## src/hw/rtl/iate_pkg.sv

```systemverilog
// ----------------------------------------------------------------------------
// iate_pkg
// Shared types and codes for the indexed array table engine: item fields,
// action and status codes, controller states and the controller/datapath
// command and flag bundles.
// ----------------------------------------------------------------------------
package iate_pkg;

   typedef logic [2:0]  action_type;
   typedef logic [6:0]  pos_type;
   typedef logic [6:0]  len_type;
   typedef logic [31:0] value_type;
   typedef logic [5:0]  found_type;
   typedef logic [6:0]  count_type;

   localparam action_type ACT_APPEND     = 3'd0;
   localparam action_type ACT_INSERT     = 3'd1;
   localparam action_type ACT_SET        = 3'd2;
   localparam action_type ACT_GET        = 3'd3;
   localparam action_type ACT_REMOVE_RUN = 3'd4;
   localparam action_type ACT_FIND       = 3'd5;
   localparam action_type ACT_REMOVE_VAL = 3'd6;

   typedef enum logic [1:0] {
      STAT_OK     = 2'd0,
      STAT_RANGE  = 2'd1,
      STAT_FULL   = 2'd2,
      STAT_ABSENT = 2'd3
   } status_type;

   // read port address source; every read also moves the source pointer
   typedef enum logic [2:0] {
      RD_NONE,
      RD_POS,
      RD_CNT_M1,
      RD_POS_LEN,
      RD_ZERO,
      RD_SRC_DEC,
      RD_SRC_INC
   } rd_sel_type;

   typedef enum logic [2:0] {
      WR_NONE,
      WR_CNT_VAL,
      WR_POS_VAL,
      WR_UP,
      WR_DN
   } wr_sel_type;

   typedef enum logic [1:0] {
      CNT_HOLD,
      CNT_INC,
      CNT_DEC,
      CNT_SUB_LEN
   } cnt_op_type;

   typedef enum logic [2:0] {
      S_IDLE,
      S_CHECK,
      S_GET,
      S_SHIFT_UP,
      S_INS_WRITE,
      S_SHIFT_DN,
      S_SCAN,
      S_RESPOND
   } state_type;

   typedef struct packed {
      logic       load_item;
      rd_sel_type rd_sel;
      wr_sel_type wr_sel;
      cnt_op_type cnt_op;
      logic       len_one;
      logic       res_load;
      status_type res_status;
      logic       res_read;
      logic       res_found;
      logic       out_load;
   } dp_cmd_type;

   typedef struct packed {
      action_type act;
      logic       full;
      logic       pos_gt_cnt;
      logic       pos_ge_cnt;
      logic       run_bad;
      logic       len_zero;
      logic       run_at_end;
      logic       ins_at_end;
      logic       cnt_zero;
      logic       match;
      logic       src_is_pos;
      logic       src_is_last;
      logic       out_free;
   } dp_flags_type;

endpackage

```

## src/hw/rtl/iate_channels.sv

```systemverilog
// ----------------------------------------------------------------------------
// iate channels
// Valid/ready channel interfaces for request items and response items.
// ----------------------------------------------------------------------------
interface iate_req_if;
   logic                  valid;
   logic                  ready;
   iate_pkg::action_type  action;
   iate_pkg::pos_type     position;
   iate_pkg::len_type     run_length;
   iate_pkg::value_type   element_value;

   modport source (output valid, action, position, run_length, element_value,
                   input ready);
   modport sink   (input valid, action, position, run_length, element_value,
                   output ready);
endinterface

interface iate_rsp_if;
   logic                  valid;
   logic                  ready;
   logic [1:0]            status;
   iate_pkg::value_type   read_value;
   iate_pkg::found_type   found_index;
   iate_pkg::count_type   live_count;

   modport source (output valid, status, read_value, found_index, live_count,
                   input ready);
   modport sink   (input valid, status, read_value, found_index, live_count,
                   output ready);
endinterface

```

## src/hw/rtl/indexed_array_table_engine.sv

```systemverilog
// ----------------------------------------------------------------------------
// indexed_array_table_engine
// Packed element array with live count: append, insert, set, get, remove
// run, find and remove value, one response item per request item.
// ----------------------------------------------------------------------------
// One request item is handled at a time. The element memory has a single
// write port and a registered read port, so shifts and searches move one
// entry per cycle. Append, set, failed checks and unused actions finish in
// the check state; get adds one read; insert shifts the entries from the
// position up by one, then writes; remove run shifts the tail down by the
// run length; find reads up from entry zero to a match or the last entry;
// remove value then shifts the tail down by one. A new item can be taken
// in the cycle after the response register is loaded, while the previous
// response may still wait to be taken. The element memory is not cleared
// by reset; only entries below the count are ever read.
module indexed_array_table_engine #(
   parameter int CAPACITY   = 64,
   parameter int ELEM_WIDTH = 32
) (
   input  logic       clock,
   input  logic       reset,
   iate_req_if.sink   req_chan,
   iate_rsp_if.source rsp_chan
);

   iate_pkg::dp_cmd_type   cmd;
   iate_pkg::dp_flags_type flags;

   iate_ctrl u_ctrl (
      .clock     (clock),
      .reset     (reset),
      .req_valid (req_chan.valid),
      .req_ready (req_chan.ready),
      .flags     (flags),
      .cmd       (cmd)
   );

   iate_datapath #(
      .CAPACITY   (CAPACITY),
      .ELEM_WIDTH (ELEM_WIDTH)
   ) u_datapath (
      .clock             (clock),
      .reset             (reset),
      .cmd               (cmd),
      .flags             (flags),
      .req_action        (req_chan.action),
      .req_position      (req_chan.position),
      .req_run_length    (req_chan.run_length),
      .req_element_value (req_chan.element_value),
      .rsp_valid         (rsp_chan.valid),
      .rsp_ready         (rsp_chan.ready),
      .rsp_status        (rsp_chan.status),
      .rsp_read_value    (rsp_chan.read_value),
      .rsp_found_index   (rsp_chan.found_index),
      .rsp_live_count    (rsp_chan.live_count)
   );

endmodule

```

## src/hw/rtl/iate_datapath.sv

```systemverilog
// ----------------------------------------------------------------------------
// iate_datapath
// Element memory, live count, walk pointer, result and output registers.
// Driven by the controller through a command bundle, reports flags back.
// ----------------------------------------------------------------------------
module iate_datapath #(
   parameter int CAPACITY   = 64,
   parameter int ELEM_WIDTH = 32
) (
   input  logic                   clock,
   input  logic                   reset,
   input  iate_pkg::dp_cmd_type   cmd,
   output iate_pkg::dp_flags_type flags,
   input  iate_pkg::action_type   req_action,
   input  iate_pkg::pos_type      req_position,
   input  iate_pkg::len_type      req_run_length,
   input  iate_pkg::value_type    req_element_value,
   output logic                   rsp_valid,
   input  logic                   rsp_ready,
   output logic [1:0]             rsp_status,
   output iate_pkg::value_type    rsp_read_value,
   output iate_pkg::found_type    rsp_found_index,
   output iate_pkg::count_type    rsp_live_count
);

   localparam int AW   = $clog2(CAPACITY);
   localparam int CW   = $clog2(CAPACITY + 1);
   localparam int CMPW = ((CW > 7) ? CW : 7) + 1;

   logic [ELEM_WIDTH-1:0] mem [CAPACITY];

   iate_pkg::action_type  act_ff;
   iate_pkg::pos_type     pos_ff;
   iate_pkg::len_type     len_ff;
   logic [ELEM_WIDTH-1:0] key_ff;
   logic [CW-1:0]         cnt_ff, cnt_in;
   logic [AW-1:0]         src_ff;
   logic [ELEM_WIDTH-1:0] rdata_ff;

   iate_pkg::status_type  res_status_ff;
   iate_pkg::value_type   res_read_ff;
   iate_pkg::found_type   res_found_ff;

   logic                  out_valid_ff, out_valid_in;
   iate_pkg::status_type  out_status_ff;
   iate_pkg::value_type   out_read_ff;
   iate_pkg::found_type   out_found_ff;
   iate_pkg::count_type   out_count_ff;

   logic [CMPW-1:0]       pos_ext, len_ext, cnt_ext, end_ext, src_ext;
   logic                  rd_en, wr_en;
   logic [AW-1:0]         rd_addr, wr_addr;
   logic [ELEM_WIDTH-1:0] wr_data;

   assign pos_ext = CMPW'(pos_ff);
   assign len_ext = CMPW'(len_ff);
   assign cnt_ext = CMPW'(cnt_ff);
   assign end_ext = pos_ext + len_ext;
   assign src_ext = CMPW'(src_ff);

   always_comb begin
      flags.act         = act_ff;
      flags.full        = (cnt_ext == CMPW'(CAPACITY));
      flags.pos_gt_cnt  = (pos_ext > cnt_ext);
      flags.pos_ge_cnt  = (pos_ext >= cnt_ext);
      flags.run_bad     = (end_ext > cnt_ext);
      flags.len_zero    = (len_ff == '0);
      flags.run_at_end  = (end_ext == cnt_ext);
      flags.ins_at_end  = (pos_ext == cnt_ext);
      flags.cnt_zero    = (cnt_ff == '0);
      flags.match       = (rdata_ff == key_ff);
      flags.src_is_pos  = (src_ext == pos_ext);
      flags.src_is_last = ((src_ext + CMPW'(1)) == cnt_ext);
      flags.out_free    = ~out_valid_ff | rsp_ready;
   end

   always_comb begin
      rd_en = (cmd.rd_sel != iate_pkg::RD_NONE);
      case (cmd.rd_sel)
         iate_pkg::RD_POS:     rd_addr = AW'(pos_ext);
         iate_pkg::RD_CNT_M1:  rd_addr = AW'(cnt_ext - CMPW'(1));
         iate_pkg::RD_POS_LEN: rd_addr = AW'(end_ext);
         iate_pkg::RD_SRC_DEC: rd_addr = src_ff - AW'(1);
         iate_pkg::RD_SRC_INC: rd_addr = src_ff + AW'(1);
         default:              rd_addr = '0;
      endcase
   end

   always_comb begin
      wr_en = (cmd.wr_sel != iate_pkg::WR_NONE);
      case (cmd.wr_sel)
         iate_pkg::WR_CNT_VAL: begin
            wr_addr = AW'(cnt_ext);
            wr_data = key_ff;
         end
         iate_pkg::WR_POS_VAL: begin
            wr_addr = AW'(pos_ext);
            wr_data = key_ff;
         end
         iate_pkg::WR_UP: begin
            wr_addr = src_ff + AW'(1);
            wr_data = rdata_ff;
         end
         iate_pkg::WR_DN: begin
            wr_addr = AW'(src_ext - len_ext);
            wr_data = rdata_ff;
         end
         default: begin
            wr_addr = '0;
            wr_data = '0;
         end
      endcase
   end

   // one write and one registered read per cycle
   always_ff @(posedge clock) begin
      if (wr_en) begin
         mem[wr_addr] <= wr_data;
      end
      if (rd_en) begin
         rdata_ff <= mem[rd_addr];
         src_ff   <= rd_addr;
      end
   end

   always_comb begin
      case (cmd.cnt_op)
         iate_pkg::CNT_INC:     cnt_in = cnt_ff + CW'(1);
         iate_pkg::CNT_DEC:     cnt_in = cnt_ff - CW'(1);
         iate_pkg::CNT_SUB_LEN: cnt_in = CW'(cnt_ext - len_ext);
         default:               cnt_in = cnt_ff;
      endcase
   end

   always_ff @(posedge clock) begin
      if (reset) begin
         cnt_ff <= '0;
      end else begin
         cnt_ff <= cnt_in;
      end
   end

   always_ff @(posedge clock) begin
      if (cmd.load_item) begin
         act_ff <= req_action;
         pos_ff <= req_position;
         key_ff <= ELEM_WIDTH'(req_element_value);
      end
      if (cmd.load_item) begin
         len_ff <= req_run_length;
      end else if (cmd.len_one) begin
         len_ff <= iate_pkg::len_type'(1);
      end
      if (cmd.res_load) begin
         res_status_ff <= cmd.res_status;
         res_read_ff   <= cmd.res_read ? iate_pkg::value_type'(rdata_ff) : '0;
         res_found_ff  <= cmd.res_found ? iate_pkg::found_type'(src_ff) : '0;
      end
      if (cmd.out_load) begin
         out_status_ff <= res_status_ff;
         out_read_ff   <= res_read_ff;
         out_found_ff  <= res_found_ff;
         out_count_ff  <= iate_pkg::count_type'(cnt_ff);
      end
   end

   always_comb begin
      if (cmd.out_load) begin
         out_valid_in = 1'b1;
      end else if (rsp_ready) begin
         out_valid_in = 1'b0;
      end else begin
         out_valid_in = out_valid_ff;
      end
   end

   always_ff @(posedge clock) begin
      if (reset) begin
         out_valid_ff <= 1'b0;
      end else begin
         out_valid_ff <= out_valid_in;
      end
   end

   assign rsp_valid       = out_valid_ff;
   assign rsp_status      = out_status_ff;
   assign rsp_read_value  = out_read_ff;
   assign rsp_found_index = out_found_ff;
   assign rsp_live_count  = out_count_ff;

endmodule

```

## src/hw/rtl/iate_ctrl.sv

```systemverilog
// ----------------------------------------------------------------------------
// iate_ctrl
// Request sequencer: checks the item against the count, then walks the
// element memory one entry a cycle for shifts and searches.
// ----------------------------------------------------------------------------
module iate_ctrl (
   input  logic                   clock,
   input  logic                   reset,
   input  logic                   req_valid,
   output logic                   req_ready,
   input  iate_pkg::dp_flags_type flags,
   output iate_pkg::dp_cmd_type   cmd
);

   iate_pkg::state_type state_ff, state_in;

   always_ff @(posedge clock) begin
      if (reset) begin
         state_ff <= iate_pkg::S_IDLE;
      end else begin
         state_ff <= state_in;
      end
   end

   // next state
   always_comb begin
      state_in = state_ff;
      case (state_ff)
         iate_pkg::S_IDLE: begin
            if (req_valid) begin
               state_in = iate_pkg::S_CHECK;
            end
         end
         iate_pkg::S_CHECK: begin
            state_in = iate_pkg::S_RESPOND;
            case (flags.act)
               iate_pkg::ACT_INSERT: begin
                  if (!flags.pos_gt_cnt && !flags.full && !flags.ins_at_end) begin
                     state_in = iate_pkg::S_SHIFT_UP;
                  end
               end
               iate_pkg::ACT_GET: begin
                  if (!flags.pos_ge_cnt) begin
                     state_in = iate_pkg::S_GET;
                  end
               end
               iate_pkg::ACT_REMOVE_RUN: begin
                  if (!flags.pos_ge_cnt && !flags.run_bad && !flags.len_zero &&
                      !flags.run_at_end) begin
                     state_in = iate_pkg::S_SHIFT_DN;
                  end
               end
               iate_pkg::ACT_FIND, iate_pkg::ACT_REMOVE_VAL: begin
                  if (!flags.cnt_zero) begin
                     state_in = iate_pkg::S_SCAN;
                  end
               end
               default: state_in = iate_pkg::S_RESPOND;
            endcase
         end
         iate_pkg::S_GET: state_in = iate_pkg::S_RESPOND;
         iate_pkg::S_SHIFT_UP: begin
            if (flags.src_is_pos) begin
               state_in = iate_pkg::S_INS_WRITE;
            end
         end
         iate_pkg::S_INS_WRITE: state_in = iate_pkg::S_RESPOND;
         iate_pkg::S_SHIFT_DN: begin
            if (flags.src_is_last) begin
               state_in = iate_pkg::S_RESPOND;
            end
         end
         iate_pkg::S_SCAN: begin
            if (flags.match) begin
               if (flags.act == iate_pkg::ACT_REMOVE_VAL && !flags.src_is_last) begin
                  state_in = iate_pkg::S_SHIFT_DN;
               end else begin
                  state_in = iate_pkg::S_RESPOND;
               end
            end else if (flags.src_is_last) begin
               state_in = iate_pkg::S_RESPOND;
            end
         end
         iate_pkg::S_RESPOND: begin
            if (flags.out_free) begin
               state_in = iate_pkg::S_IDLE;
            end
         end
         default: state_in = iate_pkg::S_IDLE;
      endcase
   end

   // commands
   always_comb begin
      cmd       = '0;
      req_ready = 1'b0;
      case (state_ff)
         iate_pkg::S_IDLE: begin
            req_ready     = 1'b1;
            cmd.load_item = req_valid;
         end
         iate_pkg::S_CHECK: begin
            cmd.res_load   = 1'b1;
            cmd.res_status = iate_pkg::STAT_OK;
            case (flags.act)
               iate_pkg::ACT_APPEND: begin
                  if (flags.full) begin
                     cmd.res_status = iate_pkg::STAT_FULL;
                  end else begin
                     cmd.wr_sel = iate_pkg::WR_CNT_VAL;
                     cmd.cnt_op = iate_pkg::CNT_INC;
                  end
               end
               iate_pkg::ACT_INSERT: begin
                  if (flags.pos_gt_cnt) begin
                     cmd.res_status = iate_pkg::STAT_RANGE;
                  end else if (flags.full) begin
                     cmd.res_status = iate_pkg::STAT_FULL;
                  end else if (flags.ins_at_end) begin
                     cmd.wr_sel = iate_pkg::WR_POS_VAL;
                     cmd.cnt_op = iate_pkg::CNT_INC;
                  end else begin
                     cmd.rd_sel = iate_pkg::RD_CNT_M1;
                  end
               end
               iate_pkg::ACT_SET: begin
                  if (flags.pos_ge_cnt) begin
                     cmd.res_status = iate_pkg::STAT_RANGE;
                  end else begin
                     cmd.wr_sel = iate_pkg::WR_POS_VAL;
                  end
               end
               iate_pkg::ACT_GET: begin
                  if (flags.pos_ge_cnt) begin
                     cmd.res_status = iate_pkg::STAT_RANGE;
                  end else begin
                     cmd.res_load = 1'b0;
                     cmd.rd_sel   = iate_pkg::RD_POS;
                  end
               end
               iate_pkg::ACT_REMOVE_RUN: begin
                  if (flags.pos_ge_cnt || flags.run_bad) begin
                     cmd.res_status = iate_pkg::STAT_RANGE;
                  end else if (flags.len_zero || flags.run_at_end) begin
                     cmd.cnt_op = iate_pkg::CNT_SUB_LEN;
                  end else begin
                     cmd.rd_sel = iate_pkg::RD_POS_LEN;
                  end
               end
               iate_pkg::ACT_FIND, iate_pkg::ACT_REMOVE_VAL: begin
                  if (flags.cnt_zero) begin
                     cmd.res_status = iate_pkg::STAT_ABSENT;
                  end else begin
                     cmd.res_load = 1'b0;
                     cmd.rd_sel   = iate_pkg::RD_ZERO;
                  end
               end
               default: cmd.res_status = iate_pkg::STAT_OK;
            endcase
         end
         iate_pkg::S_GET: begin
            cmd.res_load   = 1'b1;
            cmd.res_status = iate_pkg::STAT_OK;
            cmd.res_read   = 1'b1;
         end
         iate_pkg::S_SHIFT_UP: begin
            cmd.wr_sel = iate_pkg::WR_UP;
            if (!flags.src_is_pos) begin
               cmd.rd_sel = iate_pkg::RD_SRC_DEC;
            end
         end
         iate_pkg::S_INS_WRITE: begin
            cmd.wr_sel = iate_pkg::WR_POS_VAL;
            cmd.cnt_op = iate_pkg::CNT_INC;
         end
         iate_pkg::S_SHIFT_DN: begin
            cmd.wr_sel = iate_pkg::WR_DN;
            if (flags.src_is_last) begin
               cmd.cnt_op = iate_pkg::CNT_SUB_LEN;
            end else begin
               cmd.rd_sel = iate_pkg::RD_SRC_INC;
            end
         end
         iate_pkg::S_SCAN: begin
            if (flags.match) begin
               cmd.res_load   = 1'b1;
               cmd.res_status = iate_pkg::STAT_OK;
               cmd.res_found  = 1'b1;
               if (flags.act == iate_pkg::ACT_REMOVE_VAL) begin
                  if (flags.src_is_last) begin
                     cmd.cnt_op = iate_pkg::CNT_DEC;
                  end else begin
                     // close the gap: tail moves down by one
                     cmd.rd_sel  = iate_pkg::RD_SRC_INC;
                     cmd.len_one = 1'b1;
                  end
               end
            end else if (flags.src_is_last) begin
               cmd.res_load   = 1'b1;
               cmd.res_status = iate_pkg::STAT_ABSENT;
            end else begin
               cmd.rd_sel = iate_pkg::RD_SRC_INC;
            end
         end
         iate_pkg::S_RESPOND: begin
            cmd.out_load = flags.out_free;
         end
         default: cmd = '0;
      endcase
   end

endmodule
```

## src/flat_wrapper.sv

```systemverilog
// flat-port wrapper written by rule: the top's interface ports become plain ports
module indexed_array_table_engine_flat 
#(
   parameter int CAPACITY   = 64,
   parameter int ELEM_WIDTH = 32
)
  (clock, reset, req_chan_valid, req_chan_action, req_chan_position, req_chan_run_length, req_chan_element_value, req_chan_ready, rsp_chan_valid, rsp_chan_status, rsp_chan_read_value, rsp_chan_found_index, rsp_chan_live_count, rsp_chan_ready);
  iate_req_if req_chan_i ();
  iate_rsp_if rsp_chan_i ();
  input  logic clock;
  input  logic reset;
  input wire logic [$bits(req_chan_i.valid)-1:0] req_chan_valid;
  input wire logic [$bits(req_chan_i.action)-1:0] req_chan_action;
  input wire logic [$bits(req_chan_i.position)-1:0] req_chan_position;
  input wire logic [$bits(req_chan_i.run_length)-1:0] req_chan_run_length;
  input wire logic [$bits(req_chan_i.element_value)-1:0] req_chan_element_value;
  output wire logic [$bits(req_chan_i.ready)-1:0] req_chan_ready;
  output wire logic [$bits(rsp_chan_i.valid)-1:0] rsp_chan_valid;
  output wire logic [$bits(rsp_chan_i.status)-1:0] rsp_chan_status;
  output wire logic [$bits(rsp_chan_i.read_value)-1:0] rsp_chan_read_value;
  output wire logic [$bits(rsp_chan_i.found_index)-1:0] rsp_chan_found_index;
  output wire logic [$bits(rsp_chan_i.live_count)-1:0] rsp_chan_live_count;
  input wire logic [$bits(rsp_chan_i.ready)-1:0] rsp_chan_ready;
  assign req_chan_i.valid = req_chan_valid;
  assign req_chan_i.action = req_chan_action;
  assign req_chan_i.position = req_chan_position;
  assign req_chan_i.run_length = req_chan_run_length;
  assign req_chan_i.element_value = req_chan_element_value;
  assign req_chan_ready = req_chan_i.ready;
  assign rsp_chan_valid = rsp_chan_i.valid;
  assign rsp_chan_status = rsp_chan_i.status;
  assign rsp_chan_read_value = rsp_chan_i.read_value;
  assign rsp_chan_found_index = rsp_chan_i.found_index;
  assign rsp_chan_live_count = rsp_chan_i.live_count;
  assign rsp_chan_i.ready = rsp_chan_ready;
  indexed_array_table_engine #(.CAPACITY(CAPACITY), .ELEM_WIDTH(ELEM_WIDTH)) u_core (.clock(clock), .reset(reset), .req_chan(req_chan_i), .rsp_chan(rsp_chan_i));
endmodule
```

## config.mk

```make
export PLATFORM = sky130hd
export DESIGN_NAME = indexed_array_table_engine_flat
export DESIGN_NICKNAME = d
export VERILOG_FILES = /design/src/hw/rtl/iate_pkg.sv /design/src/hw/rtl/iate_channels.sv /design/src/hw/rtl/indexed_array_table_engine.sv /design/src/hw/rtl/iate_datapath.sv /design/src/hw/rtl/iate_ctrl.sv /design/src/flat_wrapper.sv
export SDC_FILE = /design/constraint.sdc
export NUM_CORES = 2
export LEC_CHECK = 0
export BUFFER_PORTS_ARGS = -buffer_cell sky130_fd_sc_hd__buf_2
export CELL_PAD_IN_SITES_DETAIL_PLACEMENT = 1
export CELL_PAD_IN_SITES_GLOBAL_PLACEMENT = 1
export CORE_MARGIN = 3
export CORE_UTILIZATION = 45
export CTS_CLUSTER_DIAMETER = 200
export DETAILED_ROUTE_END_ITERATION = 8
export PLACE_DENSITY = 0.71
export REMOVE_ABC_BUFFERS = 1
export SYNTH_ARGS = -nofsm -noshare
export SYNTH_HDL_FRONTEND = slang
export SYNTH_SLANG_ARGS = --single-unit
```

## constraint.sdc

```tcl
create_clock -name clock -period 16.66 [get_ports clock]
set_input_delay 0.833 -clock clock [delete_from_list [all_inputs] [get_ports clock]]
set_output_delay 0.833 -clock clock [all_outputs]
set_load 0.02 [all_outputs]
```

# == Word level (Yosys, flattened, before mapping) ==
# Memory sizes are Yosys's and may differ from the RTL's. A register that Yosys moved wholly into a read port is not among the register bits.
# Cells that the tools add are included.
# word_totals
reg_bits,153
ram_bits,2048
in_bits,53
output_inout_bits,49
wordCells,163
memories,1
# mem_list
memory,depth,width,rd,rd_ports_with_merged_regs,write_ports,line_no,rtl
u_core.u_datapath.mem,64,32,1,1,1,iate_datapath.sv:30,logic [ELEM_WIDTH-1:0] mem [CAPACITY];
# op_classes
add_sub_neg,9
n_lt_le_gt_ge,3
eq_ne,34
muxes,68
bitwise,2
n_reduce_logical,31
# op_table
operator,count
$pmux 32 s2,1
$mux 3,17
$pmux 3 s4,4
$eq 32x32->1,1
$eq 3x3->1 const B,10
$pmux 6 s5,1
$mux 2,13
$eq 3x2->1 const B,8
$pmux 6 s4,1
$pmux 3 s7,1
$pmux 7 s3,1
$mux 1,18
$pmux 3 s3,2
$mux 8,2
$eq 7x7->1,2
$logic_not 7->1,2
$mux 7,2
$eq 3x1->1 const B,4
$sub 6x1->6 const B,2
$pmux 2 s5,1
$reduce_or 2->1,5
$reduce_bool 3->1,3
$add 7x7->8,1
$eq 8x7->1,1
other kinds (26),44

# == Longest topological paths before layout ==
# depth
word_depth,9
ltp_mapped,29
depth_no_buf,29

# == Hierarchy ==
# Synthesis repeated with hierarchy kept, for this count alone.
# hier_totals
hier_cells,6150
area_unflattened_um2,88233.4
# by_module_without_submodules
module,n_inst,cells_per_inst,area_per_inst_um2,seq_area_each_um2
iate_datapath,1,6045,87539.0,66884.1
iate_ctrl,1,105,694.4,60.1

# == Worst setup path before layout ==
# OpenSTA, ideal clock, no wires.
# synth_path
path_type,reg-to-reg
from,reg u_core.u_datapath.pos_ff[0]
to,reg u_core.u_datapath.rdata_ff[9] (read register of u_core.u_datapath.mem) (data pin)
setup_ns,0.203
arrival_time_ns,5.117
t_required_ns,16.457
slack_ns,11.340
path_stages_with_launch,23
n_path_buf,2
path_cell_list,edfxtp_1 -> ha_1 -> inv_1 -> fa_1 -> nor2b_1 -> o21ai_0 -> nand2b_1 -> a21o_1 -> a21oi_1 -> xnor2_1 -> ha_1 -> nand3_1 -> or2_2 -> o221a_2 -> and2_1 -> a221o_1 -> a211oi_4 -> buf_2 -> buf_1 -> mux2i_1 -> o22ai_1 -> or4_1 -> a2111oi_1
# synth_via
elab_chain_len,9
word_cells_on_any_way,25
# synth_rtl
element,line_no,rtl
"start, declared",iate_datapath.sv:33,iate_pkg::pos_type pos_ff;
"start signal, assigned",iate_datapath.sv:146,pos_ff <= req_position;
branches (longest 9 deep; another with $add 7x7->8),n/a,
"end, declared",iate_datapath.sv:38,logic [ELEM_WIDTH-1:0] rdata_ff;
# Several ways; the timed one is not identified.
# A chain may end at the register's enable or synchronous reset.

# == Worst setup path in the final report ==
# layout_path
from,reg u_core.u_datapath.pos_ff[0]
to,reg u_core.u_datapath.rdata_ff[20] (read register of u_core.u_datapath.mem) (data pin)
# The elaborated chain is that of the path after synthesis.

==> reports/results.tsv <==
metric	value	unit
status	complete, but fails checks	
failing checks	capacitance limit, slew limit	
Slew HR	-1.43	%
MaxCap Viol Count	2	
GRT Total Usage	28.8	%
EDFF count, synth	2222	
register area share after synthesis	74.3	%
Reg2Reg Setup Slack	7.43	ns
Finish-stage setup viols	0	
area of the die	0.206	mm^2
initial antenna violation count	11	
Die W	454	um
critical path launch point type	flop	
htree depth	4	
first-pass GRT wire length	425000	um
max-slew violation count	2	
Psw	6.91	mW
measured slew at the worst slew-check pin	1.51	ns
RSZ-0062 raised after global routing	no	
Crit Path Category	flop to flop	
Placement Cell Area	0.0942	mm^2
Port Buffers	101	
fin area	0.101	mm^2
Mapped Area	0.0901	mm^2
Peak VDD IR	0.133	mV
final net count	6330	
Worst-Skew Late Latency	0.88	ns
Clock power frac	25.6	%
hold buffers post-CTS	0	
die height	454	um
sequential share of power	43.0	%
core area	0.198	mm^2
largest area contributor in the netlist	edfxtp_1	
combinational group share of total power	31.4	%
GRT overflow	0	
area grow syn2layout	12.1	%
final cell count without fillers	9066	
Routed WL per cell	33.3	um
average size of a mapped cell	14.8	um^2
leak pwr	36.9	nW
Via Count	56700	
final hold vios	0	
Critical Path AT	9.91	ns
DRT Pass-1 Iters	8	
Final ANT Viol Nets	0	
clk_skew	0.0500	ns
worst hold margin	0.129	ns
CTS clk-pin slew, worst paths	0.06	ns
I/O Pins	102	
crit path capture type	flop	
postcts setup bufs	0	
clk root buf	clkbuf_16	
fillcell total	19100	
# rows	163	
final WL	302000	um
internal cell power	11.9	mW
Power Dens Cells	186	mW/mm^2
top post-synthesis cells by area	edfxtp_1 (74%), mux2i_1 (6.2%), nand2_1 (4.7%), nand3_1 (2.1%), a21oi_1 (1.7%)	
most frequent cells in the layout	edfxtp_1 (2,222), nand2_1 (1,125), mux2i_1 (554), nand3_1 (387), a21oi_1 (302)	
Unique masters post-synth	90	
clk buf depth	3	
Remaining DRCs	0	
Design Power	18.8	mW
most common cell after layout, fill and taps aside	edfxtp_1	
Final Cycle Share	55.4	%
asr flop ratio synth	0	%
YS warnings	0	
min-delay worst type	primary input to flop	
TritonCTS clock tree	built	
vias in the first global route	57800	
number of CTS-inserted buffers	221	
dpl hpwl	176000	um
layout cells sized above 1	11.7	%
Synth Flop Type	edfxtp_1	
Yosys top cell area share	74.0	%
fmax	108	MHz
CTS resizes	0	
largest net degree at the start of global routing	166	
Via density	6.25	
#FFs+latches synth	2233	
Syn Inst Count	6098	
Initial Utilization	45.5	%
Net Sw Frac	36.8	%
CP Max Fanout	131	
# clock sinks	2233	
GP Congestion	0.882	
Iter 0 DRT Violations	7481	
worst endpoint required time	17.34	ns
minimum clock period	9.23	ns
Inst Count DP	8657	
==> power by group through the flow <==
stage | combinational [mW] | sequential, mW | clock, mW
after detailed placement | 5.81 | 8.18 | 0
after CTS | 5.84 | 8.07 | 4.86
final | 5.89 | 8.08 | 4.82
after global placement | 5.64 | 8.15 | 0
after floorplan | 4.68 | 8.13 | 0
after global routing | 6.19 | 8.11 | 5.09
==> path summary, 6_finish.rpt <==
check / from / to / depth (start not counted)
hold reg to reg: u_core.u_datapath.res_found_ff[1] / u_core.u_datapath.rsp_found_index[1] / 0
setup / recovery: u_core.u_datapath.pos_ff[0] / u_core.u_datapath.rdata_ff[20] / 25
hold / removal: req_chan_element_value[8] / u_core.u_datapath.key_ff[8] / 1
setup reg to reg: u_core.u_datapath.pos_ff[0] / u_core.u_datapath.rdata_ff[20] / 25
==> layout make-up <==
| type | count | area [um^2] | area share, % |
|---|---|---|---|
| flip-flops and latches | 2233 | 66900 | 66.3 |
| multi-input cells | 3458 | 21800 | 21.6 |
| clock buffers | 275 | 5730 | 5.67 |
| well taps | 2640 | 3300 | 3.27 |
| repair buffers | 274 | 1870 | 1.85 |
| clock inverters | 129 | 1120 | 1.11 |
| inverters | 52 | 208 | 0.206 |
| diodes | 5 | 12.5 | 0.0124 |
==> Yosys cell counts (32+ instances only) <==
library cell,n
a22o_1,41
o22ai_1,91
nor2_1,141
a21oi_1,302
and3_1,73
buf_4,51
buf_1,32
nand2_1,1126
nor4_1,35
a32oi_1,42
o21ai_0,51
nand3_1,387
edfxtp_1,2222
ha_1,34
mux2i_1,554
buf_2,153
xor2_1,48
a31oi_1,37
clkbuf_1,113
inv_1,47
or4_1,32
==> layer usage <==
layer / routed length, um / global-route usage, % / vias up
met5: 26 / 0 / -
li1: - / - / 23600
met4: 18500 / 15.8 / 4
met1: 115000 / 37.6 / 29500
met3: 25400 / 4.46 / 659
met2: 142000 / 46.6 / 2908
==> cell families (layout without fill, tap and decap cells) <==
kind of cell	after synthesis	after routing	share of synthesized area, %
AOI/OAI and AO/OA	848	848	6.42
xor gates and xnor gates	71	71	0.705
adders and majority gates	37	37	0.539
buffers and inverters	407	730	2.17
DFF	2233	2233	74.3
muxes	581	581	6.51
other	0	5	0
and+or+nand+nor	1921	1921	9.38
==> per-stage QoR <==
stage | TNS [ns] | util, % | worst slack (ns)
final | 0 | 51.0 | 7.43
after global routing | 0 | 51.0 | 6.88
after CTS | 0 | 51.0 | 7.56
after detailed placement | 0 | 47.5 | 7.57
after global placement | 0 | 47.5 | 7.70
after floorplan | -1278.99 | - | -38.66
==> state kept, by name, indices dropped and copies added, names as in the netlist, 32 cells and up <==
signal,count
u_core.u_datapath.res_read_ff,32
u_core.u_datapath.key_ff,32
u_core.u_datapath.rdata_ff,32
u_core.u_datapath.mem,2048
u_core.u_datapath.rsp_read_value,32
==> worst max-delay path: stages (launching register included) <==
cell and delay, ns:
edfxtp_1 0.51, ha_1 0.26, inv_1 0.07, fa_1 0.41, nor2b_1 0.13, o21ai_0 0.09
nand2b_1 0.12, a21o_1 0.14, a21oi_1 0.08, xnor2_1 0.14, ha_1 0.30, nand3_1 0.14
or2_2 0.33, o221a_2 0.33, and3_1 0.24, nand2_1 0.50, o211a_4 0.64, buf_4 0.78
buf_12 0.47, buf_12 0.65, buf_4 0.84, mux2i_1 0.18, mux2i_1 0.18, o22ai_1 0.14
or4_1 0.65, a2111oi_2 0.23
Power figures use the tool's default switching activity.
